$ cat src/rtl/sfs_pkg.sv
// ----------------------------------------------------------------------------
// sfs_pkg
// Shared types, codes and helpers of the sprite frame sequencer.
// ----------------------------------------------------------------------------
package sfs_pkg;

    // Largest animation length the sequencer is built for, and the cap on N
    localparam int MAX_FRAMES = 256;
    localparam int FRAME_CAP  = (MAX_FRAMES < 256) ? MAX_FRAMES : 256;

    localparam int CFG_IDX_W  = 4;
    localparam int CFG_DATA_W = 16;

    localparam logic [9:0] RAW_MAX = 10'd1023;

    typedef enum logic [2:0] {
        KIND_TICK   = 3'd0,
        KIND_PLAY   = 3'd1,
        KIND_PAUSE  = 3'd2,
        KIND_STOP   = 3'd3,
        KIND_REWIND = 3'd4
    } kind_t;

    typedef enum logic [1:0] {
        EV_NONE    = 2'd0,
        EV_STARTED = 2'd1,
        EV_FRAME   = 2'd2,
        EV_ENDED   = 2'd3
    } event_t;

    typedef enum logic [CFG_IDX_W-1:0] {
        REG_FRAME_COUNT     = 4'd0,
        REG_TICKS_PER_FRAME = 4'd1,
        REG_PINGPONG_MODE   = 4'd2,
        REG_REVERSE_MODE    = 4'd3
    } cfg_reg_t;

    // Effective configuration: N in 1..FRAME_CAP, P in 1..65535
    typedef struct packed {
        logic [8:0]  frames;
        logic [15:0] period;
        logic        pingpong;
        logic        reverse;
    } sfs_cfg_t;

    typedef struct packed {
        logic        playing;
        logic        paused;
        logic        looping;
        logic [15:0] tick_phase;
        logic [9:0]  raw_pos;
        logic [15:0] passes_done;
        logic [15:0] repeat_target;
        logic [7:0]  shown_frame;
    } sfs_state_t;

    typedef struct packed {
        logic [7:0] frame_index;
        logic       is_playing;
        logic       is_paused;
        event_t     event_res;
    } sfs_result_t;

    // Mirror a frame as N-1-f in reverse mode
    function automatic logic [7:0] mirror_frame(input logic [8:0] f,
                                                input logic [8:0] n,
                                                input logic       rev);
        logic [8:0] m;
        m = rev ? (n - 9'd1 - f) : f;
        return m[7:0];
    endfunction

endpackage

$ cat src/rtl/sfs_cfg_regs.sv
// ----------------------------------------------------------------------------
// sfs_cfg_regs
// Configuration registers; holds the effective frame count, period, ping-pong and reverse modes.
// ----------------------------------------------------------------------------
module sfs_cfg_regs import sfs_pkg::*; (
    input  logic                  aclk,
    input  logic                  aresetn,
    input  logic                  wr_en,
    input  logic [CFG_IDX_W-1:0]  wr_index,
    input  logic [CFG_DATA_W-1:0] wr_data,
    output sfs_cfg_t              cfg
);

    sfs_cfg_t   cfg_reg;
    sfs_cfg_t   cfg_next;
    logic [8:0] fc;

    always_comb begin
        fc       = wr_data[8:0];
        cfg_next = cfg_reg;
        if (wr_en) begin
            unique case (wr_index)
                REG_FRAME_COUNT: begin
                    if (fc == 9'd0) begin
                        cfg_next.frames = 9'd1;
                    end else if (fc > 9'(FRAME_CAP)) begin
                        cfg_next.frames = 9'(FRAME_CAP);
                    end else begin
                        cfg_next.frames = fc;
                    end
                end
                REG_TICKS_PER_FRAME: begin
                    cfg_next.period = (wr_data == '0) ? 16'd1 : wr_data;
                end
                REG_PINGPONG_MODE: cfg_next.pingpong = wr_data[0];
                REG_REVERSE_MODE:  cfg_next.reverse  = wr_data[0];
                default: ;
            endcase
        end
    end

    always_ff @(posedge aclk) begin
        if (!aresetn) begin
            cfg_reg.frames   <= 9'd1;
            cfg_reg.period   <= 16'd1;
            cfg_reg.pingpong <= 1'b0;
            cfg_reg.reverse  <= 1'b0;
        end else begin
            cfg_reg <= cfg_next;
        end
    end

    assign cfg = cfg_reg;

endmodule

$ cat src/rtl/sfs_step.sv
// ----------------------------------------------------------------------------
// sfs_step
// Next-state and result logic for one tick or command.
// ----------------------------------------------------------------------------
module sfs_step import sfs_pkg::*; (
    input  sfs_cfg_t    cfg,
    input  sfs_state_t  state_cur,
    input  logic [2:0]  kind,
    input  logic [15:0] repeat_count,
    output sfs_state_t  state_nxt,
    output sfs_result_t result
);

    logic [9:0]  span;
    logic [9:0]  n_ext;
    logic [15:0] phase_inc;
    logic        phase_wrap;
    logic [9:0]  raw_inc;
    logic [9:0]  raw_new;
    logic [9:0]  idx;
    logic [9:0]  fold;
    logic [8:0]  n_last;
    logic        can_repeat;

    assign n_ext      = {1'b0, cfg.frames};
    assign span       = cfg.pingpong ? {cfg.frames, 1'b0} : n_ext;
    assign n_last     = cfg.frames - 9'd1;
    assign phase_inc  = state_cur.tick_phase + 16'd1;
    assign phase_wrap = (phase_inc >= cfg.period) || (phase_inc == '0);
    assign raw_inc    = (state_cur.raw_pos == RAW_MAX) ? RAW_MAX
                                                       : state_cur.raw_pos + 10'd1;
    assign raw_new    = phase_wrap ? raw_inc : state_cur.raw_pos;

    // Raw index is ceil(e/P)-1; pinned at the saturated position
    always_comb begin
        if (raw_new == RAW_MAX) begin
            idx = RAW_MAX;
        end else if (phase_wrap) begin
            idx = raw_new - 10'd1;
        end else begin
            idx = raw_new;
        end
    end

    // Fold the backward half of a ping-pong pass
    assign fold = (idx >= n_ext) ? ({cfg.frames, 1'b0} - 10'd1 - idx) : idx;

    assign can_repeat = (state_cur.repeat_target != '0) &&
                        (state_cur.passes_done < state_cur.repeat_target);

    always_comb begin
        event_t ev;
        state_nxt = state_cur;
        ev        = EV_NONE;
        unique case (kind)
            KIND_TICK: begin
                if (state_cur.playing && !state_cur.paused) begin
                    state_nxt.tick_phase = phase_wrap ? 16'd0 : phase_inc;
                    state_nxt.raw_pos    = raw_new;
                    if (idx < span) begin
                        state_nxt.shown_frame = mirror_frame(fold[8:0], cfg.frames,
                                                             cfg.reverse);
                        ev = EV_FRAME;
                    end else if (state_cur.looping || can_repeat) begin
                        // Restart the pass
                        state_nxt.tick_phase  = 16'd0;
                        state_nxt.raw_pos     = 10'd0;
                        state_nxt.shown_frame = mirror_frame(9'd0, cfg.frames,
                                                             cfg.reverse);
                        if (!state_cur.looping && state_cur.passes_done != 16'hFFFF) begin
                            state_nxt.passes_done = state_cur.passes_done + 16'd1;
                        end
                    end else begin
                        state_nxt.passes_done = 16'd1;
                        state_nxt.playing     = 1'b0;
                        state_nxt.shown_frame = mirror_frame(
                            cfg.pingpong ? 9'd0 : n_last, cfg.frames, cfg.reverse);
                        ev = EV_ENDED;
                    end
                end
            end
            KIND_PLAY: begin
                state_nxt.repeat_target = repeat_count;
                state_nxt.looping       = (repeat_count == '0);
                state_nxt.tick_phase    = 16'd0;
                state_nxt.raw_pos       = 10'd0;
                state_nxt.playing       = 1'b1;
                if (cfg.reverse) begin
                    state_nxt.shown_frame = n_last[7:0];
                end
                ev = EV_STARTED;
            end
            KIND_PAUSE:  state_nxt.paused  = !state_cur.paused;
            KIND_STOP:   state_nxt.playing = 1'b0;
            KIND_REWIND: state_nxt.shown_frame = cfg.reverse ? n_last[7:0] : 8'd0;
            default: ;
        endcase
        result.frame_index = state_nxt.shown_frame;
        result.is_playing  = state_nxt.playing;
        result.is_paused   = state_nxt.paused;
        result.event_res   = ev;
    end

endmodule

$ cat src/rtl/sprite_frame_sequencer.sv
// ----------------------------------------------------------------------------
// sprite_frame_sequencer
// Frame-index sequencer for sprite animation driven by ticks and commands.
// ----------------------------------------------------------------------------
// Each input transaction is a tick or a command (play, pause toggle, stop,
// rewind) and yields exactly one result transaction with the frame to show,
// the playing and paused flags and an event code (none, started, frame
// updated, ended). The block takes one transaction every clock cycle while
// s_ready is high, passing each one through the input register and then
// the result register. The sequencer state is updated in the same cycle
// the item moves into the result register, so back-to-back items see
// each other's effects with no bubble. A result that waits for m_ready
// holds the input register, and s_ready drops only when the result and
// input registers are both full and m_ready is low. Configuration writes
// (frame count, ticks per frame, ping-pong, reverse) are always accepted
// and should be issued while no transaction is in flight.
// ----------------------------------------------------------------------------
module sprite_frame_sequencer import sfs_pkg::*; (
    input  logic                  aclk,
    input  logic                  aresetn,
    // Input transactions
    input  logic                  s_valid,
    output logic                  s_ready,
    input  logic [2:0]            s_kind,
    input  logic [15:0]           s_repeat_count,
    // Result transactions
    output logic                  m_valid,
    input  logic                  m_ready,
    output logic [7:0]            m_frame_index,
    output logic                  m_is_playing,
    output logic                  m_is_paused,
    output logic [1:0]            m_event_res,
    // Configuration writes
    input  logic                  cfg_valid,
    output logic                  cfg_ready,
    input  logic [CFG_IDX_W-1:0]  cfg_index,
    input  logic [CFG_DATA_W-1:0] cfg_data
);

    sfs_cfg_t    cfg;
    sfs_state_t  state_reg;
    sfs_state_t  state_next;
    sfs_result_t step_result;

    logic        in_vld_reg;
    logic [2:0]  in_kind_reg;
    logic [15:0] in_rep_reg;
    logic        out_vld_reg;
    sfs_result_t out_reg;
    logic        advance;

    // Configuration never stalls
    assign cfg_ready = 1'b1;

    sfs_cfg_regs u_cfg (
        .aclk     (aclk),
        .aresetn  (aresetn),
        .wr_en    (cfg_valid),
        .wr_index (cfg_index),
        .wr_data  (cfg_data),
        .cfg      (cfg)
    );

    // Advance the held item when the result register is free or draining
    assign advance = in_vld_reg && (!out_vld_reg || m_ready);
    assign s_ready = !in_vld_reg || advance;

    always_ff @(posedge aclk) begin
        if (!aresetn) begin
            in_vld_reg <= 1'b0;
        end else if (s_ready) begin
            in_vld_reg <= s_valid;
        end
    end

    always_ff @(posedge aclk) begin
        if (s_valid && s_ready) begin
            in_kind_reg <= s_kind;
            in_rep_reg  <= s_repeat_count;
        end
    end

    sfs_step u_step (
        .cfg          (cfg),
        .state_cur    (state_reg),
        .kind         (in_kind_reg),
        .repeat_count (in_rep_reg),
        .state_nxt    (state_next),
        .result       (step_result)
    );

    // Commit the sequencer state only when the item moves on
    always_ff @(posedge aclk) begin
        if (!aresetn) begin
            state_reg.playing       <= 1'b0;
            state_reg.paused        <= 1'b0;
            state_reg.looping       <= 1'b0;
            state_reg.tick_phase    <= 16'd0;
            state_reg.raw_pos       <= 10'd0;
            state_reg.passes_done   <= 16'd1;
            state_reg.repeat_target <= 16'd1;
            state_reg.shown_frame   <= 8'd0;
        end else if (advance) begin
            state_reg <= state_next;
        end
    end

    // Result register: hold while the consumer stalls
    always_ff @(posedge aclk) begin
        if (!aresetn) begin
            out_vld_reg <= 1'b0;
        end else if (advance) begin
            out_vld_reg <= 1'b1;
        end else if (m_ready) begin
            out_vld_reg <= 1'b0;
        end
    end

    always_ff @(posedge aclk) begin
        if (advance) begin
            out_reg <= step_result;
        end
    end

    assign m_valid       = out_vld_reg;
    assign m_frame_index = out_reg.frame_index;
    assign m_is_playing  = out_reg.is_playing;
    assign m_is_paused   = out_reg.is_paused;
    assign m_event_res   = out_reg.event_res;

    // ------------------------------------------------------------------------
    // Assertions
    // ------------------------------------------------------------------------
    // A stalled result must keep the waiting item in the input register
    a_hold_input: assert property (@(posedge aclk) disable iff (!aresetn)
        in_vld_reg && out_vld_reg && !m_ready |=> in_vld_reg)
        else $error("input item dropped while result stalled");

    // An ended pass always leaves the sequencer stopped
    a_end_stops: assert property (@(posedge aclk) disable iff (!aresetn)
        m_valid && (m_event_res == EV_ENDED) |-> !m_is_playing)
        else $error("ended event while still playing");

    // Started and frame-updated events are only reported while playing
    a_start_plays: assert property (@(posedge aclk) disable iff (!aresetn)
        m_valid && ((m_event_res == EV_STARTED) || (m_event_res == EV_FRAME))
        |-> m_is_playing)
        else $error("start or frame event while not playing");

    // The playing flag can only rise by a play command
    a_play_source: assert property (@(posedge aclk) disable iff (!aresetn)
        advance && !state_reg.playing && state_next.playing
        |-> in_kind_reg == KIND_PLAY)
        else $error("playing set without a play command");

endmodule

$ cat config.mk
export PLATFORM = sky130hd
export DESIGN_NAME = sprite_frame_sequencer
export DESIGN_NICKNAME = d
export VERILOG_FILES = /design/src/rtl/sfs_pkg.sv /design/src/rtl/sfs_cfg_regs.sv /design/src/rtl/sfs_step.sv /design/src/rtl/sprite_frame_sequencer.sv
export SDC_FILE = /design/constraint.sdc
export NUM_CORES = 1
export LEC_CHECK = 0
export BUFFER_PORTS_ARGS = -buffer_cell sky130_fd_sc_hd__buf_4
export CORE_MARGIN = 2
export CORE_UTILIZATION = 45
export CTS_BUF_LIST = sky130_fd_sc_hd__clkbuf_8
export DETAILED_ROUTE_END_ITERATION = 8
export HOLD_SLACK_MARGIN = 0.1
export REMOVE_ABC_BUFFERS = 1
export SYNTH_ARGS = -nofsm -noshare
export SYNTH_HDL_FRONTEND = slang
export SYNTH_HIERARCHICAL = 1
export SYNTH_SLANG_ARGS = --single-unit
$ cat constraint.sdc
create_clock -name aclk -period 14.2 [get_ports aclk]
set_input_delay 0.71 -clock aclk [delete_from_list [all_inputs] [get_ports aclk]]
set_output_delay 0.71 -clock aclk [all_outputs]
set_load 0.02 [all_outputs]
======== Word level (Yosys, flattened, before mapping) ========
Cells that the tools add are included.
word-level totals
  bits in registers ....................... 129
  output and inout port bits .............. 15
operators by class
  add/subtract/negate cells ............... 9
  eq/ne operators ......................... 12
  reductions and logical operators ........ 29
  multiplexer cells ....................... 37
  bitwise logic cells ..................... 1
  magnitude comparators ................... 5
operator list
  cell                   number
  $mux 42                2
  $mux 8                 10
  $mux 16                4
  $pmux 26 s2            1
  $mux 10                5
  $logic_not 16->1       3
  $add 16x1->16 const B  2
  $mux 26                1
  $pmux 8 s3             1
  $sub 8x8->8            3
  $eq 10x10->1 const B   2
  $mux 9                 2
  $ge 16x16->1           1
  $lt 16x16->1           1
  $ne 16x16->1 const B   1
  $reduce_bool 16->1     1
  $sub 8x1->8 const B    2
  $add 10x1->10 const B  1
  $ge 10x9->1            1
  $lt 10x10->1           1
  $reduce_and 2->1       5
  $sub 10x1->10 const B  1
  $gt 9x9->1 const B     1
  $logic_not 9->1        1
  20 further kinds       40

======== Depth between registers and ports, before layout ========
Gate-level depths: netlist of run 1.
  word-level depth ........................ 14
  mapped depth ............................ 44
  depth with buffers taken out ............ 40

======== Hierarchy ========
Netlist of run 1, hierarchy kept.
modules (own cells, without submodules)
  module                  cells an instance  times used  area an instance (um^2)  sequential area each (um^2)
  sfs_step                834                1           5472.7                   0.0
  sprite_frame_sequencer  342                1           3763.6                   2352.3
  sfs_cfg_regs            135                1           1167.4                   540.5

======== Least setup slack after synthesis of run 1 ========
No wires, ideal clock.
  path kind ............................... reg2reg
  start point ............................. register state_reg[50] in the netlist's numbering
  end point ............................... register state_reg[7] in the netlist's numbering
  cell stages (with the launch flop) ...... 44
  clock period less this slack ............ 7.811 ns
  data required time ...................... 14.128 ns
  buffers on the path ..................... 3
  library setup time ...................... 0.072 ns
  setup slack ............................. 6.389 ns
  data arrival time ....................... 7.739 ns
  cells stage by stage .................... dfxtp_1 -> ha_1 -> and4_4 -> nand4_4 -> or3_1 -> nand2_1 -> ha_1 -> a21o_1 -> a21oi_1 -> o21ai_0 -> a21oi_1 -> o41a_1 -> clkbuf_1 -> nand2_1 -> o2111a_1 -> a22oi_1 -> ha_1 -> nand2b_1 -> [... 8 more ...] -> o31a_1 -> or2_2 -> inv_1 -> ha_1 -> nor2b_1 -> o21ai_0 -> a21boi_0 -> o21ai_0 -> a21boi_0 -> o21a_1 -> o21ai_0 -> nand3b_1 -> xnor2_1 -> xnor2_1 -> o31ai_2 -> buf_4 -> nand2_1 -> mux2i_1
RTL lines
  what                      line                           RTL
  start: declaration        sprite_frame_sequencer.sv:41   sfs_state_t state_reg;
  start signal: assignment  sprite_frame_sequencer.sv:104  state_reg <= state_next;

==> summary.md, run 1 <==
| Metric | Value |
|---|---|
| HP Class | in -> reg |
| Biggest cell delay along the critical path | 0.50 ns |
| Worst R2R Path Depth | 40 |
| Synth Area in Adders | 8.68% |
| Syn Area/Cell | 7.94 um^2 |
| EDFF count, synth | 31 |
| Ports | 59 |
| Final GP Congestion | 0.903 |
| Clock Latency Late Sink | 0.46 ns |
| Grt ovf | 0 |
| DR vias | 9,532 |
| Max reg flops | 69 |
| Initial DRC Count | 721 |
| Hold endpoint | in_rep_reg[4] |
| Cell count after synthesis | 1,311 |
| Fin util | 49.6% |
| Clk_skew | 0.0138 ns |
| Largest net degree at the start of global routing | 72 |
| Final wirelength | 27.8 mm |
| Mapped Area | 0.0104 mm^2 |
| Max-slew violations | 0 |
| Final Hold Viols | 0 |
| Layout area overhead | 7.89% |
| CTS H-tree lvls | 4 |
| Initial antenna violation count | 0 |
| Vias in the first global route | 8,567 |
| Reg2reg start | state_reg[50] |
| Xor/xnor cell area share of the yosys netlist | 3.37% |
| DRC | 0 |
| FFs w/ async S/R, synth | 0% |
| Die Span Y | 156 um |
| Final setup violating endpoints | 0 |
| Critical path class | reg -> reg |
| PortBufs | 57 |
| Seq/Total Area, Yosys | 27.8% |
| Synth Area in Compound Gates | 21.6% |
| Initial Util | 46.0% |
| Leakage | 4.16 nW |
| Finished Cell Area | 0.0112 mm^2 |
| HP Start | s_repeat_count[4] |
| Outcome | finished clean |
| Maximum VDD drop | 0.0618 mV |
| WP data arrival | 9.10 ns |
| Total CTS buffers | 17 |
| Hold-fix buffers, CTS | 0 |
| RSZ-0062 raised after global routing | no |
| Max Cap Viol | 0 |
| Setup Buffers After CTS | 0 |
| #FFs+latches synth | 129 |
| Yosys cell types | 98 |
| CTS clock-pin slew for the worst setup and hold paths | 0.09 ns |
| CTS tree | yes |
| Flop2flop setup slack | 5.49 ns |
| Post-synthesis mux area share | 7.76% |
| Most frequent cells in the layout | 221 x nand2_1, 98 x dfxtp_1, 86 x a21oi_1 |
| Root Buffer | clkbuf_8 |
| Largest family of logic cells by synthesized area | simple AND/OR/NAND/NOR gates |
| Core Region | 0.0226 mm^2 |
| Worst Max-Slew Pin Slew | 1.13 ns |
| First-pass GRT wire length | 45.0 mm |
| Final period util | 61.4% |
| Critical-path top delay cell | o41a_1 |
| Commonest non-fill, non-tap cell in the layout | nand2_1 |
| Fmax | 0.115 GHz |
| Final ANT Viol Nets | 0 |
| Slew headroom | 23.5% |
| Layout cell share with drive strength beyond 1 | 10.9% |
| Synth Area in Simple Gates | 23.3% |
| Period minus WS final | 8.71 ns |
| Avg WL per Cell | 17.3 um |
| TNS Setup | 0 ns |
| Syn. warnings | 6 |
| Area of the die | 0.0244 mm^2 |
| R2r endpoint | state_reg[7] |
| Die X | 156 um |
| FP Rows | 55 |
| Buf/Inv on CP | 1 |
| Crit path required time | 14.59 ns |
| CP max FO | 11 |
| Hold path depth | 1 |
| GRT Overall Usage | 22.9% |
| Clk buf depth | 2 |
| Post-DP Area | 0.0108 mm^2 |
| Clock sinks | 129 |
| Top_reg_cell synth | dfxtp_1 |
| Dpl hpwl | 19.5 mm |
| Resize count post-CTS | 0 |
| Pwr dens | 81.1 mW/mm^2 |
| Via-to-Cell Ratio | 5.92 |
| N_diodes | 0 |
| Delay-heaviest family, CP | compound AO/OA/AOI/OAI gates |
| CP Capture Type | register |
| First-pass DRT Iterations | 6 |
| CP Launch Type | register |
| Final nets | 1,426 |
==> report_power, final <==
group          switching, mW  internal, mW  total [mW]  leakage (nW)
Combinational          0.105        0.0609       0.166          2.86
Clock                  0.175         0.179       0.354         0.215
Sequential           0.00642         0.384       0.390          1.09
Total                  0.286         0.624       0.910          4.16
==> kinds of logic (layout without fill, tap and decap cells) <==
kind of cell	count (synthesis)	after routing
AOI/OAI and AO/OA	338	338
xor gates and xnor gates	40	40
adders and majority gates	71	71
buffers and inverters	162	175
DFF	129	129
muxes	80	80
other	2	2
and+or+nand+nor	489	489
==> layout make-up <==
cell class	instances	area [um^2]
tap	285	357
clock inverter	15	193
timing repair buffer	68	510
sequential	129	2890
multi-input combinational	1020	6760
inverter	75	282
clock buffer	17	234
fill	2190	11400
==> stage by stage <==
| stage | worst slack, ns | power [mW] | hold slack (ns) | std cells |
|---|---|---|---|---|
| 2_1_floorplan | 6.54 | 0.504 | 0.435 | 1224 |
| 3_3_place_gp | 5.95 | 0.562 | 0.448 | 1577 |
| 3_5_place_dp | 5.63 | 0.563 | 0.463 | 1577 |
| 4_1_cts | 5.61 | 0.918 | 0.393 | 1609 |
| 5_1_grt | 4.77 | 0.951 | 0.381 | 1609 |
| 6_report | 5.49 | 0.910 | 0.418 | 1609 |
==> per-layer routing <==
metal | up-vias | track usage, % | part of all wire [%]
met5 | - | 0 | 0
met4 | 0 | 6.25 | 1.7
met3 | 38 | 3.36 | 5.1
met2 | 290 | 36.5 | 45
met1 | 4462 | 32.4 | 48
li1 | 4742 | - | -
==> cell usage after synthesis, types with 5 or more instances <==
cell type	instances	area, um^2
inv_1	72	270
a21oi_1	86	430
xnor2_1	26	228
buf_6	6	67.6
a211oi_1	8	60.1
o211ai_1	6	45.0
buf_2	13	65.1
dfxtp_1	98	1960
and3_1	15	93.8
nor2b_1	11	68.8
o21ai_0	84	420
a21o_1	19	143
xor2_1	14	123
clkbuf_1	44	165
nor3_1	18	90.1
o21ai_1	10	50.1
o31ai_1	7	52.6
or3_1	11	68.8
nand3_1	44	220
a31oi_1	20	125
o21bai_1	5	37.5
nand2_1	221	830
or2_2	7	43.8
mux2i_1	78	781
nor4_1	21	131
o21a_1	6	45.0
o31a_1	7	61.3
edfxtp_1	31	931
nand2b_1	8	50.1
buf_4	19	143
ha_1	69	863
nand4_1	18	113
nor2_1	66	248
nand4b_1	8	70.1
a22o_1	19	166
a22oi_1	5	37.5
and2_1	5	31.3
==> worst max path at each step <==
stage | from | to | slack, ns | depth (start not counted)
after detailed placement | state_reg[50] | state_reg[7] | 5.63 | 40
after global placement | state_reg[50] | state_reg[7] | 5.95 | 40
after global routing | state_reg[50] | state_reg[7] | 4.77 | 40
after floorplan | state_reg[50] | state_reg[7] | 6.54 | 40
after CTS | state_reg[50] | state_reg[7] | 5.61 | 40
final | state_reg[50] | state_reg[7] | 5.49 | 40
Power figures use the tool's default switching activity.
==> run 2, diff against run 1 <==
- ABC_AREA: unset -> 1
- clock period: 14.2 -> 8.6 ns (I/O delays scaled with it)
==> summary.md, run 2 <==
| Metric | Value |
|---|---|
| Outcome | finished clean (unchanged) |
| Setup Buffers After CTS | 0 (unchanged) |
| Slew headroom | 21.5% (was 23.5%) |
| FFs w/ async S/R, synth | 0% (unchanged) |
| Final period util | 87.3% (was 61.4%) |
| Dpl hpwl | 21.1 mm (was 19.5 mm) |
| Top cells by area, synth | dfxtp_1 18%, nand2_1 15%, inv_1 9.3%, edfxtp_1 8.5%, ha_1 7.9% (was dfxtp_1 19%, edfxtp_1 8.9%, ha_1 8.3%, nand2_1 8.0%, mux2i_1 7.5%) |
| Maximum VDD drop | 0.161 mV (was 0.0618 mV) |
| Final setup violating endpoints | 0 (unchanged) |
| Yosys top cell by area | dfxtp_1 (unchanged) |
| Met2 WL | 13.5 mm (was 12.6 mm) |
| DRC | 0 (unchanged) |
| Worst Max-Slew Pin Slew | 1.17 ns (was 1.13 ns) |
| Syn Area/Cell | 6.30 um^2 (was 7.94 um^2) |
| Largest net degree at the start of global routing | 84 (was 72) |
| GRT Overall Usage | 23.0% (was 22.9%) |
| Initial DRC Count | 753 (was 721) |
| CTS clock-pin slew for the worst setup and hold paths | 0.09 ns (about the same) |
| Critical path class | reg -> reg (unchanged) |
| Final Worst Setup Slack | 1.10 ns (was 5.49 ns) |
| Core Region | 0.0241 mm^2 (was 0.0226 mm^2) |
| Max-slew violations | 0 (unchanged) |
| N_diodes | 0 (unchanged) |
| Grt ovf | 0 (unchanged) |
| Biggest cell delay along the critical path | 0.49 ns (was 0.50 ns) |
| Min Hold Slack | 0.141 ns (was 0.418 ns) |
| Ports | 59 (unchanged) |
| Resize count post-CTS | 0 (unchanged) |
| CP Capture Type | register (unchanged) |
| Finished Cell Area | 0.0118 mm^2 (was 0.0112 mm^2) |
| Layout cell share with drive strength beyond 1 | 9.06% (was 10.9%) |
| DR vias | 10,600 (was 9,532) |
| Layout area overhead | 7.27% (was 7.89%) |
| Total CTS buffers | 17 (unchanged) |
| CP max FO | 9 (was 11) |
| Yosys cell types | 54 (was 98) |
| Avg WL per Cell | 13.9 um (was 17.3 um) |
| Clock Latency Late Sink | 0.46 ns (about the same) |
| FP Rows | 57 (was 55) |
| Die Span Y | 160 um (was 156 um) |
| Final ANT Viol Nets | 0 (unchanged) |
| HP Class | in -> reg (unchanged) |
| FILL cells | 2,582 (was 2,190) |
| Pwr dens | 182 mW/mm^2 (was 81.1 mW/mm^2) |
| Seq/Total Area, Yosys | 26.4% (was 27.8%) |
| Clk buf depth | 2 (unchanged) |
| Cell count after synthesis | 1,740 (was 1,311) |
| #FFs+latches synth | 129 (unchanged) |
| Post-DP Area | 0.0114 mm^2 (was 0.0108 mm^2) |
| Most frequent cells in the layout | 445 x nand2_1, 272 x inv_1, 160 x nor2_1 (was 221 x nand2_1, 98 x dfxtp_1, 86 x a21oi_1) |
| R2r endpoint | state_reg[7] (unchanged) |
| Commonest non-fill, non-tap cell in the layout | nand2_1 (unchanged) |
| EDFF count, synth | 31 (unchanged) |
| Max Cap Viol | 0 (unchanged) |
| M1 WL | 13.9 mm (was 13.3 mm) |
| Met3 WL | 1.11 mm (was 1.42 mm) |
| Vias in the first global route | 9,862 (was 8,567) |
| Critical-path top delay cell | dfxtp_1 (was o41a_1) |
| Top Layer Used | met4 (unchanged) |
| CTS H-tree lvls | 4 (unchanged) |
| Final wirelength | 28.9 mm (was 27.8 mm) |
| Mapped Area | 0.0110 mm^2 (was 0.0104 mm^2) |
| Reg2reg start | state_reg[50] (unchanged) |
| Max reg flops | 69 (unchanged) |
| Final Hold Viols | 0 (unchanged) |
| Die X | 160 um (was 156 um) |
| Fmax | 0.133 GHz (was 0.115 GHz) |
| Syn. warnings | 6 (unchanged) |
| RSZ-0062 raised after global routing | no (unchanged) |
| Top_reg_cell synth | dfxtp_1 (unchanged) |
| Share of the synthesized area in the top cell type | 17.9% (was 18.9%) |
| Final GP Congestion | 0.905 (was 0.903) |
| Hold-fix buffers, CTS | 0 (unchanged) |
| Period minus WS final | 7.50 ns (was 8.71 ns) |
| Flop2flop setup slack | 1.10 ns (was 5.49 ns) |
| Area of the die | 0.0256 mm^2 (was 0.0244 mm^2) |
| Hold endpoint | in_rep_reg[10] (was in_rep_reg[4]) |
| Initial antenna violation count | 0 (unchanged) |
| PortBufs | 57 (unchanged) |
| Initial Util | 45.5% (was 46.0%) |
| Final nets | 1,857 (was 1,426) |
| TNS Setup | 0 ns (unchanged) |
| Hold path depth | 1 (unchanged) |
| Clock sinks | 129 (unchanged) |
| Via-to-Cell Ratio | 5.12 (was 5.92) |
| HP Start | s_repeat_count[10] (was s_repeat_count[4]) |
| First-pass GRT wire length | 48.9 mm (was 45.0 mm) |
| CP most frequent cell | nand2_1 |
| Root Buffer | clkbuf_8 (unchanged) |
| WP data arrival | 7.86 ns (was 9.10 ns) |
| Post-Place Setup Slack | 1.02 ns (was 5.63 ns) |
| CP Launch Type | register (unchanged) |
| Top-count cell post-synth | nand2_1 (unchanged) |
| Overall power | 2.14 mW (was 0.910 mW) |
| CTS tree | yes (unchanged) |
| Leakage | 5.36 nW (was 4.16 nW) |
| Worst R2R Path Depth | 50 (was 40) |
| Crit path required time | 8.96 ns (was 14.59 ns) |
| Clk_skew | 0.0126 ns (was 0.0138 ns) |
| First-pass DRT Iterations | 6 (unchanged) |
| Post-synth top cells | 445 x nand2_1, 271 x inv_1, 161 x nor2_1 (was 221 x nand2_1, 98 x dfxtp_1, 86 x a21oi_1) |
[run 2: where the power goes]
group	internal, mW	leakage, nW	switching (mW)
registers	0.655	1.10	0.0413
clock network	0.237	0.193	0.292
logic	0.317	4.06	0.603
total	1.21	5.36	0.936
[run 2: per-layer routing]
layer	up-vias	GRT usage (%)
li1	5601	-
met1	4811	31.0
met2	204	39.0
met3	20	2.73
met4	0	6.22
met5	-	0
[run 2: area by class of cell]
cell class	count	area [um^2]	area share (%)
Clock buffer	17	234	1.99
Clock inverter	15	150	1.28
Inverter	280	1050	8.96
Multi-Input combinational cell	1251	6550	55.7
Sequential cell	129	2900	24.6
Tap cell	324	405	3.45
Timing Repair Buffer	63	473	4.02
[run 2: cell families after synthesis]
kind of cell | share of synthesized area [%]
adders and majority gates | 8.24
xor gates and xnor gates | 1.92
muxes | 0.103
AOI/OAI and AO/OA | 13.9
DFF | 26.4
buffers and inverters | 14.1
and+or+nand+nor | 35.3
other | 0.0685
[run 2: worst max-delay path: cells and delay by family, from the launching register on]
kind | cells | cell delay (ns)
buffers and inverters | 3 | 0.23
adders and majority gates | 4 | 1.19
and+or+nand+nor | 33 | 3.61
DFF | 1 | 0.49
AOI/OAI and AO/OA | 10 | 1.90
[run 2: worst max-delay path by stage]
stage | startpoint | endpoint | slack, ns | cells after the start
2_1_floorplan | state_reg[50] | state_reg[7] | 2.13 | 51
3_3_place_gp | state_reg[50] | state_reg[7] | 1.36 | 51
3_5_place_dp | state_reg[50] | state_reg[7] | 1.02 | 52
4_1_cts | state_reg[50] | state_reg[7] | 0.99 | 52
5_1_grt | state_reg[50] | state_reg[7] | 0.06 | 50
6_report | state_reg[50] | state_reg[7] | 1.10 | 50
[run 2: per-stage QoR]
stage                     instances  utilization, %
final                          2079            48.8
after global routing           2079            48.8
after CTS                      2079            48.7
after detailed placement       2047            47.1
after global placement         2047            47.1
after floorplan                1660               -
==> run 3, diff against run 2 <==
- PLACE_DENSITY: unset -> 0.61
- clock period: 8.6 -> 8.2 ns (I/O delays scaled with it)
==> summary.md, run 3 (synthesis results as in run 2) <==
| Metric | Value |
|---|---|
| Total CTS buffers | 17 (unchanged) |
| Initial Util | 45.5% (unchanged) |
| Sequential cell area | 0.00290 mm^2 (about the same) |
| FP Rows | 57 (unchanged) |
| HP Class | in -> reg (unchanged) |
| Max Cap Viol | 0 (unchanged) |
| M3 GR Usage | 2.60% (was 2.73%) |
| First-pass DRT Iterations | 5 (was 6) |
| Pwr dens | 191 mW/mm^2 (was 182 mW/mm^2) |
| Layout area overhead | 9.32% (was 7.27%) |
| CTS H-tree lvls | 4 (unchanged) |
| DR vias | 10,700 (was 10,600) |
| Clk_skew | 0.0180 ns (was 0.0126 ns) |
| RSZ-0062 raised after global routing | no (unchanged) |
| Final GP Congestion | 0.909 (was 0.905) |
| Critical path class | reg -> reg (unchanged) |
| Via-to-Cell Ratio | 5.09 (was 5.12) |
| Dpl hpwl | 20.6 mm (was 21.1 mm) |
| Clk buf depth | 2 (unchanged) |
| Final setup violating endpoints | 0 (unchanged) |
| N_diodes | 0 (unchanged) |
| Crit path required time | 8.54 ns (was 8.96 ns) |
| Root Buffer | clkbuf_8 (unchanged) |
| Layout cell share with drive strength beyond 1 | 9.30% (was 9.06%) |
| Delay-heaviest family, CP | simple AND/OR/NAND/NOR gates (unchanged) |
| Leakage | 5.46 nW (was 5.36 nW) |
| Maximum VDD drop | 0.197 mV (was 0.161 mV) |
| Routing usage on met2 | 38.7% (was 39.0%) |
| Max reg flops | 69 (unchanged) |
| CP Capture Type | register (unchanged) |
| Slew headroom | 23.2% (was 21.5%) |
| Final ANT Viol Nets | 0 (unchanged) |
| Outcome | finished clean (unchanged) |
| TNS Setup | 0 ns (unchanged) |
| Ports | 59 (unchanged) |
| Largest net degree at the start of global routing | 79 (was 84) |
| Final wirelength | 28.6 mm (was 28.9 mm) |
| Die X | 160 um (unchanged) |
| Max-slew violations | 0 (unchanged) |
| Avg WL per Cell | 13.6 um (was 13.9 um) |
| Final period util | 88.2% (was 87.3%) |
| Clock Latency Late Sink | 0.46 ns (about the same) |
| PortBufs | 57 (unchanged) |
| Fmax | 0.138 GHz (was 0.133 GHz) |
| Commonest non-fill, non-tap cell in the layout | nand2_1 (unchanged) |
| Final Hold Viols | 0 (unchanged) |
| CP max FO | 9 (unchanged) |
| Grt ovf | 0 (unchanged) |
| CP Launch Type | register (unchanged) |
| DRC | 0 (unchanged) |
| Core Region | 0.0241 mm^2 (unchanged) |
| Most frequent cells in the layout | 445 x nand2_1, 271 x inv_1, 159 x nor2_1 (was 445 x nand2_1, 272 x inv_1, 160 x nor2_1) |
| Clock sinks | 129 (unchanged) |
| CP most frequent cell | nand2_1 (unchanged) |
| Buf/Inv on CP | 3 (unchanged) |
| CTS clock-pin slew for the worst setup and hold paths | 0.09 ns (about the same) |
| Area of the die | 0.0256 mm^2 (unchanged) |
| Initial antenna violation count | 0 (unchanged) |
| Final nets | 1,876 (was 1,857) |
| CTS tree | yes (unchanged) |
| Met1 Use GR | 30.2% (was 31.0%) |
| First-pass GRT wire length | 47.7 mm (was 48.9 mm) |
| GRT Overall Usage | 22.4% (was 23.0%) |
| Vias in the first global route | 9,802 (was 9,862) |
| Die Span Y | 160 um (unchanged) |
| Critical-path top delay cell | dfxtp_2 (was dfxtp_1) |
| Initial DRC Count | 687 (was 753) |
| Period minus WS final | 7.23 ns (was 7.50 ns) |
| Busiest grt layer | met2 (unchanged) |
| Worst Max-Slew Pin Slew | 1.15 ns (was 1.17 ns) |
| Biggest cell delay along the critical path | 0.42 ns (was 0.49 ns) |
| Overall power | 2.29 mW (was 2.14 mW) |
| Multi-input logic area | 0.00655 mm^2 (about the same) |
| WP data arrival | 7.58 ns (was 7.86 ns) |
| FILL cells | 2,521 (was 2,582) |
==> run 3: changes by cell type in the layout (fill, tap and decap cells not counted), moves of 2 or more <==
cell           before  now
clkinv_4            5    1
clkinv_8            0    2
clkinvlp_4          2    0
dfxtp_1            97   94
dfxtp_2             0    3
dlygate4sd3_1       0   18
inv_6               4    6
inv_8               2    5
==> run 3: what timing repair did <==
action	4_1_cts	5_1_grt
gates resized for setup	0	8
endpoints found under the hold margin	18	0
setup endpoints to repair	0	3
setup buffers	0	1
hold buffers	18	0
==> run 3: layout make-up <==
class                      instances  share of cell area [%]
inverter                         280                    8.79
clock inverter                    15                    1.50
multi-input combinational       1251                    54.7
sequential                       129                    24.2
tap                              324                    3.38
clock buffer                      17                    1.95
timing repair buffer              82                    5.51
==> run 3: stage by stage <==
| stage | cell area (um^2) | setup slack [ns] | hold slack [ns] | util [%] | cells |
|---|---|---|---|---|---|
| 3_3_place_gp | 11400 | 1.03 | 0.459 | 47.1 | 2047 |
| 4_1_cts | 12000 | 0.599 | 0.101 | 49.6 | 2097 |
| 2_1_floorplan | 10500 | 1.73 | 0.445 | - | 1660 |
| 3_5_place_dp | 11400 | 0.636 | 0.463 | 47.1 | 2047 |
| 6_report | 12000 | 0.965 | 0.139 | 49.7 | 2098 |
| 5_1_grt | 12000 | 0.0259 | 0.104 | 49.7 | 2098 |
==> run 3: metal layers <==
layer | vias up | part of all wire, %
met5 | - | 0
met4 | 0 | 0.90
met3 | 15 | 2.6
met2 | 151 | 47
met1 | 4886 | 49
li1 | 5622 | -
==> run 3: path summary, 6_finish.rpt <==
path | startpoint | end | slack [ns] | cells past startpoint
setup reg to reg | state_reg[50] | state_reg[7] | 0.97 | 51
hold / removal | s_repeat_count[14] | in_rep_reg[14] | 0.14 | 1
hold reg to reg | u_cfg/cfg[8] | u_cfg/cfg[8] | 0.48 | 2
setup / recovery | state_reg[50] | state_reg[7] | 0.97 | 51
==> run 3: worst register-to-register path: cells and delay by family, from the launching register on <==
kind                       cells  cell delay, ns
and+or+nand+nor               37            3.89
AOI/OAI and AO/OA              7            1.36
adders and majority gates      4            1.17
DFF                            1            0.42
buffers and inverters          3            0.30
==> run 3: power by group <==
group	switching, mW	leakage [nW]	internal [mW]
registers	0.0417	1.11	0.687
logic	0.636	4.14	0.344
clock network	0.322	0.212	0.261
total	1.00	5.46	1.29
